==> src/src/srtf_pkg.sv <==
// Types and constants shared by the shortest-remaining-time-first scheduler.
// No dependencies; compile before src/srtf_schedule_simulator.sv.
`timescale 1ns / 1ps

package srtf_pkg;

    localparam int TICK_W    = 20;
    localparam int ARRIVAL_W = 16;
    localparam int BURST_W   = 10;
    localparam int JOB_IDX_W = 4;

    typedef struct packed {
        logic [BURST_W-1:0]   burst_length;
        logic [ARRIVAL_W-1:0] arrival_tick;
        logic                 last_job;
    } job_t;

    typedef struct packed {
        logic [JOB_IDX_W-1:0] job_index;
        logic [TICK_W-1:0]    finish_tick;
        logic [TICK_W-1:0]    turnaround;
        logic [TICK_W-1:0]    wait_ticks;
        logic [TICK_W-1:0]    first_run_delay;
        logic                 last_result;
    } result_t;

    // One job's record in the job memory
    typedef struct packed {
        logic [ARRIVAL_W-1:0] arrival;
        logic [BURST_W-1:0]   burst;
        logic [BURST_W-1:0]   remaining;
        logic [TICK_W-1:0]    first_run;
        logic [TICK_W-1:0]    finish;
    } job_rec_t;

    typedef enum logic [2:0] {
        ST_IDLE,
        ST_SCAN,
        ST_SCAN_END,
        ST_UPDATE,
        ST_REPORT,
        ST_DRAIN
    } state_t;

endpackage

==> src/src/srtf_schedule_simulator.sv <==
// Preemptive shortest-remaining-time-first schedule simulator, top level.
// Depends on srtf_pkg (src/srtf_pkg.sv); job records live in a local memory.
`timescale 1ns / 1ps

// Load jobs one per transfer (start while busy is low). The transfer with last_job set, or
// the MAX_JOBS-th transfer, starts the simulation. Each simulated tick runs ST_SCAN: the job
// memory has one read port, so the scan reads one record a cycle over the n loaded jobs, then
// ST_SCAN_END finishes the compare and ST_UPDATE writes the chosen record back. A run of idle
// ticks is skipped in a single such pass. Reporting then keeps busy high through ST_REPORT and
// ST_DRAIN; results follow one a cycle in load order through the read and result registers,
// each marked by strobe for exactly one cycle. busy drops in the cycle that carries the final
// result, so the next job can be taken at the edge that ends it. The receiver must take every
// result as it appears.
module srtf_schedule_simulator #(
    parameter int MAX_JOBS = 16
) (
    input  logic              clk,
    input  logic              rst_n,
    input  logic              start,
    input  srtf_pkg::job_t    job,
    output logic              busy,
    output logic              strobe,
    output srtf_pkg::result_t result
);
    import srtf_pkg::*;

    localparam int IDX_W = (MAX_JOBS > 1) ? $clog2(MAX_JOBS) : 1;
    localparam int CNT_W = $clog2(MAX_JOBS + 1);

    // Job memory: one write port, one registered read port
    job_rec_t mem [MAX_JOBS];
    logic              mem_we;
    logic [IDX_W-1:0]  wr_addr;
    job_rec_t          wr_data;
    logic              mem_re;
    logic [IDX_W-1:0]  rd_addr;
    job_rec_t          rd_data_reg;

    state_t            state_reg, state_next;
    logic [CNT_W-1:0]  job_count_reg;
    logic [CNT_W-1:0]  done_cnt_reg;
    logic [CNT_W-1:0]  scan_idx_reg;
    logic [TICK_W-1:0] tick_reg;
    logic              cmp_vld_reg;
    logic              rep_vld_reg;
    logic [IDX_W-1:0]  rd_idx_reg;
    logic              found_reg;
    logic [IDX_W-1:0]  best_idx_reg;
    job_rec_t          best_rec_reg;
    logic [ARRIVAL_W-1:0] min_arr_reg;
    logic              strobe_reg;
    result_t           result_reg;

    logic              scan_last;
    logic              load_full;
    logic              finishing;
    logic [BURST_W-1:0] burst_fix;
    logic              cand_live;
    logic              cand_ready;
    logic [TICK_W-1:0] tat;

    assign scan_last = (scan_idx_reg == job_count_reg - CNT_W'(1));
    assign load_full = (job_count_reg == CNT_W'(MAX_JOBS - 1));
    assign finishing = found_reg && (best_rec_reg.remaining == BURST_W'(1));
    assign burst_fix = (job.burst_length == '0) ? BURST_W'(1) : job.burst_length;

    assign cand_live  = (rd_data_reg.remaining != '0);
    assign cand_ready = cand_live && ({4'b0, rd_data_reg.arrival} <= tick_reg);

    assign busy   = (state_reg != ST_IDLE);
    assign strobe = strobe_reg;
    assign result = result_reg;

    // Next state
    always_comb
    begin
        state_next = state_reg;
        unique case (state_reg)
            ST_IDLE:
            begin
                if (start && (job.last_job || load_full))
                    state_next = ST_SCAN;
            end
            ST_SCAN:
            begin
                if (scan_last)
                    state_next = ST_SCAN_END;
            end
            ST_SCAN_END:
                state_next = ST_UPDATE;
            ST_UPDATE:
            begin
                if (finishing && (done_cnt_reg + CNT_W'(1) == job_count_reg))
                    state_next = ST_REPORT;
                else
                    state_next = ST_SCAN;
            end
            ST_REPORT:
            begin
                if (scan_last)
                    state_next = ST_DRAIN;
            end
            ST_DRAIN:
                state_next = ST_IDLE;
            default:
                state_next = ST_IDLE;
        endcase
    end

    // Memory control
    always_comb
    begin
        mem_we  = 1'b0;
        wr_addr = job_count_reg[IDX_W-1:0];
        wr_data = best_rec_reg;
        mem_re  = 1'b0;
        rd_addr = scan_idx_reg[IDX_W-1:0];
        unique case (state_reg)
            ST_IDLE:
            begin
                mem_we            = start;
                wr_data.arrival   = job.arrival_tick;
                wr_data.burst     = burst_fix;
                wr_data.remaining = burst_fix;
                wr_data.first_run = '0;
                wr_data.finish    = '0;
            end
            ST_SCAN, ST_REPORT:
                mem_re = 1'b1;
            ST_UPDATE:
            begin
                mem_we            = found_reg;
                wr_addr           = best_idx_reg;
                wr_data.remaining = best_rec_reg.remaining - BURST_W'(1);
                if (best_rec_reg.remaining == best_rec_reg.burst)
                    wr_data.first_run = tick_reg;
                if (finishing)
                    wr_data.finish = tick_reg + TICK_W'(1);
            end
            ST_SCAN_END, ST_DRAIN:
            begin
            end
            default:
            begin
            end
        endcase
    end

    always_ff @(posedge clk)
    begin
        if (mem_we)
            mem[wr_addr] <= wr_data;
        if (mem_re)
            rd_data_reg <= mem[rd_addr];
    end

    // Control and scan bookkeeping
    always_ff @(posedge clk or negedge rst_n)
    begin
        if (!rst_n)
        begin
            state_reg     <= ST_IDLE;
            job_count_reg <= '0;
            done_cnt_reg  <= '0;
            scan_idx_reg  <= '0;
            tick_reg      <= '0;
            cmp_vld_reg   <= 1'b0;
            rep_vld_reg   <= 1'b0;
            found_reg     <= 1'b0;
            strobe_reg    <= 1'b0;
        end
        else
        begin
            state_reg   <= state_next;
            cmp_vld_reg <= (state_reg == ST_SCAN);
            rep_vld_reg <= (state_reg == ST_REPORT);
            strobe_reg  <= rep_vld_reg;

            // advance the read index through the loaded jobs
            if ((state_reg == ST_SCAN || state_reg == ST_REPORT) && !scan_last)
                scan_idx_reg <= scan_idx_reg + CNT_W'(1);
            else
                scan_idx_reg <= '0;

            if (state_reg == ST_IDLE && start)
            begin
                job_count_reg <= job_count_reg + CNT_W'(1);
                tick_reg      <= '0;
                done_cnt_reg  <= '0;
            end

            if (state_reg == ST_SCAN && scan_idx_reg == '0)
                found_reg <= 1'b0;
            else if (cmp_vld_reg && cand_ready &&
                     (!found_reg || rd_data_reg.remaining < best_rec_reg.remaining))
                found_reg <= 1'b1;

            if (state_reg == ST_UPDATE)
            begin
                if (found_reg)
                begin
                    tick_reg <= tick_reg + TICK_W'(1);
                    if (finishing)
                        done_cnt_reg <= done_cnt_reg + CNT_W'(1);
                end
                else
                begin
                    // nothing has arrived: jump straight to the next arrival
                    tick_reg <= {4'b0, min_arr_reg};
                end
            end

            if (state_reg == ST_DRAIN)
            begin
                job_count_reg <= '0;
                done_cnt_reg  <= '0;
            end
        end
    end

    // Best candidate and earliest pending arrival
    always_ff @(posedge clk)
    begin
        if (state_reg == ST_SCAN && scan_idx_reg == '0)
            min_arr_reg <= '1;
        else if (cmp_vld_reg && cand_live && rd_data_reg.arrival < min_arr_reg)
            min_arr_reg <= rd_data_reg.arrival;

        if (cmp_vld_reg && cand_ready &&
            (!found_reg || rd_data_reg.remaining < best_rec_reg.remaining))
        begin
            best_rec_reg <= rd_data_reg;
            best_idx_reg <= rd_idx_reg;
        end

        if (mem_re)
            rd_idx_reg <= scan_idx_reg[IDX_W-1:0];
    end

    // Result formatting
    assign tat = rd_data_reg.finish - {4'b0, rd_data_reg.arrival};

    always_ff @(posedge clk)
    begin
        if (rep_vld_reg)
        begin
            result_reg.job_index       <= JOB_IDX_W'(rd_idx_reg);
            result_reg.finish_tick     <= rd_data_reg.finish;
            result_reg.turnaround      <= tat;
            result_reg.wait_ticks      <= tat - {10'b0, rd_data_reg.burst};
            result_reg.first_run_delay <= rd_data_reg.first_run - {4'b0, rd_data_reg.arrival};
            result_reg.last_result     <= (CNT_W'(rd_idx_reg) + CNT_W'(1) == job_count_reg);
        end
    end

    // Results only appear once the simulation has finished
    a_strobe_phase: assert property (@(posedge clk) disable iff (!rst_n)
        strobe |-> (state_reg == ST_REPORT || state_reg == ST_DRAIN || state_reg == ST_IDLE))
        else $error("result strobe during simulation");

    a_done_bound: assert property (@(posedge clk) disable iff (!rst_n)
        done_cnt_reg <= job_count_reg)
        else $error("more jobs finished than loaded");

    a_pick_live: assert property (@(posedge clk) disable iff (!rst_n)
        (state_reg == ST_UPDATE && found_reg) |-> (best_rec_reg.remaining != '0))
        else $error("finished job chosen to run");

    a_last_ends: assert property (@(posedge clk) disable iff (!rst_n)
        (strobe && result.last_result) |=> !strobe)
        else $error("transfer after final result");

endmodule
==> config.mk <==
export PLATFORM = sky130hd
export DESIGN_NAME = srtf_schedule_simulator
export DESIGN_NICKNAME = d
export VERILOG_FILES = /design/src/src/srtf_pkg.sv /design/src/src/srtf_schedule_simulator.sv
export SDC_FILE = /design/constraint.sdc
export NUM_CORES = 2
export LEC_CHECK = 0
export BUFFER_PORTS_ARGS = -buffer_cell sky130_fd_sc_hd__buf_2
export CAP_MARGIN = 5
export CORE_ASPECT_RATIO = 0.8
export CORE_MARGIN = 2
export CORE_UTILIZATION = 45
export DETAILED_ROUTE_END_ITERATION = 8
export PLACE_DENSITY = 0.71
export SLEW_MARGIN = 20
export SYNTH_ARGS = -nofsm -noshare
export SYNTH_HDL_FRONTEND = slang
export SYNTH_SLANG_ARGS = --single-unit
==> constraint.sdc <==
create_clock -name clk -period 12.5 [get_ports clk]
set_input_delay 0 -clock clk [delete_from_list [all_inputs] [get_ports clk]]
set_output_delay 0 -clock clk [all_outputs]
set_load 0.05 [all_outputs]
==> impl_metrics.ini <==
[logic_synthesis]
synth_xor_area_share_pct = 1.46
syn_area_um2 = 60600
synth_warnings = 0
synth-async-reset-ratio_pct = 2.76
syn_inst = 3052
avgSynthCellArea_um2 = 19.9
ys_seq_elements = 1519
synthMuxAreaShare_pct = 14.2
synth_compound_area_share_pct = 2.68
ys_seq_area_share_pct = 74.7
synthFlopType = edfxtp_1
synthSimpleGateAreaFrac_pct = 3.55
synth-adder-area-share_pct = 2.00
synth_edf_count = 1461
ys_types = 71
synth_nets = 3177
synth_top_family_by_area = multiplexers

[drt]
wl_per_cell_um = 28.7
num_vias = 30979
drt_wl_total_mm = 149
drt_first_pass_iters = 5
drc_errors = 0
ant_nets = 0
routed_via_density = 5.97
drt_iter0_drc = 4034

[place]
dp.final_hpwl_mm = 84.8
dpl.cell_count = 4907
port_buffers = 116
placed_cell_area_um2 = 63900
gp_routability_congestion = 0.927
preCtsSetupSlack_ps = 8010

[clock_network]
cts_setup_buffers = 0
tritoncts = built
cts-resized-gates = 0
clock_latency_ps = 780
root_buffer = clkbuf_16
cts_sinks = 1519
htreeDepth = 4
cts_hold_buf = 22
clock_path_buffers = 3
clk_pin_slew_ps = 70
cts_buffers = 144

[finish]
stdcell_count = 5189
final_area_um2 = 68700
post-route-util_pct = 51.3
syn_to_final_growth_pct = 13.3
drive_above_1_share_pct = 25.1
largest_register_ffs = 1216
nNetsFinal = 3431

[timing]
rsz0062_at_grt = no
fin_crit_sh_pct = 36.5
skew_ps = 28.8
final_hold_viol_count = 0
worstMarginPinSlew_ps = 1180
finalWorstSetupSlack_ps = 7940
slew_violations = 0
setup-tns-final_ps = 0
finalSetupViolCount = 0
hold_ws_ps = 38.9
fmax_mhz = 219
relSlewSlack_pct = 21.6
period_minus_slack_ps = 4560

[worst_setup_path]
cp-start-kind = flop
setup.worst_path.end_class = flop
critPathArrivalTime_ps = 4950
crit_chain = nor3_2 > buf_4 > nand2_1 > o22ai_1 > nand2b_1 > nor2_4 > buf_4 > buf_4
cpPeakStageDelay_ps = 730
worstPathMaxFanout = 39
cpMaxStageDelayCell = buf_4
crit_type = reg -> reg
crit_top_cell = buf_4
required_ps = 12880

[power_and_ir_drop]
ir_drop_mv = 0.270
power_mw = 18.3
powerDensity_nw_per_um2 = 266
leakagePower_nw = 22.6

[floorplan]
die_y_um = 332
core_um2 = 134000
die_w_um = 414
die_area_um2 = 138000
ioPinCount = 117
initial_utilization_pct = 45.3
num_rows = 120

[grt]
first_global_vias = 30526
grt_antenna_before_repair = 9
grtUsageTotal_pct = 21.7
grt_overflow = 0
grtUsageMet1_pct = 32.9
met3_usage_pct = 4.78
top_usage_layer = met1
grt_max_degree = 151
grtUsageMet2_pct = 32.1
grt_pass1_wl_mm = 217

[worst_hold_path]
hold_class = in -> reg

[status]
outcome = completed

[job]
drv_cap = 0
final cells by class:
type	count	area (um2)
tap	1769	2210
multi-input combinational	1303	14600
sequential	1519	45300
inverter	94	354
clock buffer	179	3830
clock inverter	80	756
antenna	1	2.50
fill	10292	65100
timing repair buffer	244	1630
synth_stat cells (all sizes together) (6+ instances only):
library cell	n	area (um2)
a21o	24	180
o21a	10	75.1
or2	10	62.6
xor2	25	219
nor2	83	312
nand2	200	751
o211ai	23	178
nand3	63	315
mux4	380	8560
nor4	9	56.3
edfxtp	1461	43900
dfrtp	42	1050
nand4	12	81.3
nor2b	12	75.1
nand2b	10	62.6
inv	94	353
nor3b	6	45.0
xnor2	75	664
and2	7	43.8
dfxtp	16	320
and3	6	37.5
ha	92	1150
a22oi	7	52.6
buf	32	124
clkbuf	104	390
nor3	32	170
a21oi	46	241
o21ai	100	504
a31oi	13	87.6
metal layers:
layer	vias to the layer above	share of wire [%]
li1	12883	-
met1	16183	42
met2	1693	45
met3	214	11
met4	6	2.0
met5	-	0.025
worst paths after layout:
| path | depth (start not counted) | slack (ps) | start | to |
|---|---|---|---|---|
| worst max-delay path | 8 | 7940 | state_reg[2]$_DFFE_PN0P_ | mem[5][73]$_DFFE_PP_ |
| worst min-delay path | 3 | 40 | job[6] | mem[1][65]$_DFFE_PP_ |
| max in group asynchronous | 4 | 11440 | rst_n | scan_idx_reg[3]$_DFF_PN0_ |
| min in group asynchronous | 4 | 550 | rst_n | tick_reg[14]$_DFFE_PN0P_ |
| worst max register to register | 8 | 7940 | state_reg[2]$_DFFE_PN0P_ | mem[5][73]$_DFFE_PP_ |
| worst min register to register | 0 | 460 | rd_data_reg[34]$_DFFE_PP_ | best_rec_reg[34]$_DFFE_PP_ |
cells in the final DEF, fill, tap and decap left out, drive strengths merged, types with 5 or more instances in the layout:
| master | instances |
|---|---|
| o21a | 10 |
| or2 | 10 |
| o211ai | 23 |
| bufinv | 10 |
| nand3 | 63 |
| and3 | 6 |
| dfxtp | 16 |
| nor2 | 83 |
| nand4 | 12 |
| dlygate4sd3 | 22 |
| clkbuf | 179 |
| and2 | 7 |
| xor2 | 25 |
| clkinvlp | 8 |
| nor2b | 12 |
| or3 | 5 |
| nor3b | 6 |
| o21ai | 100 |
| inv | 103 |
| a21o | 24 |
| a211oi | 5 |
| nor4 | 9 |
| nor3 | 32 |
| ha | 92 |
| a22oi | 7 |
| nand2 | 200 |
| nand2b | 10 |
| a31oi | 13 |
| a21oi | 46 |
| buf | 222 |
| xnor2 | 75 |
| clkinv | 53 |
| mux4 | 380 |
| edfxtp | 1461 |
| dfrtp | 42 |
kinds of logic (layout without fill, tap and decap cells):
kind of cell,Yosys count,count (layout)
adder cells (fa/ha/maj),95,95
buffers and inverters,230,597
other,0,1
AO/OA/AOI/OAI,255,255
multiplexers,385,385
AND/OR/NAND/NOR,468,468
XOR/XNOR,100,100
flip-flops,1519,1519
critical path: cells and delay by family (launching register included):
kind	cells	cell delay (ps)
AO/OA/AOI/OAI	1	380
AND/OR/NAND/NOR	4	1670
buffers and inverters	3	1550
flip-flops	1	470
where the power goes:
part | internal, mW | leakage [nW] | switching [mW] | total [mW]
registers | 7.20 | 14.0 | 0.584 | 7.78
clock network | 2.40 | 2.22 | 1.89 | 4.29
logic | 2.49 | 6.40 | 3.69 | 6.18
No activity file was read; power rests on OpenSTA's default activity.
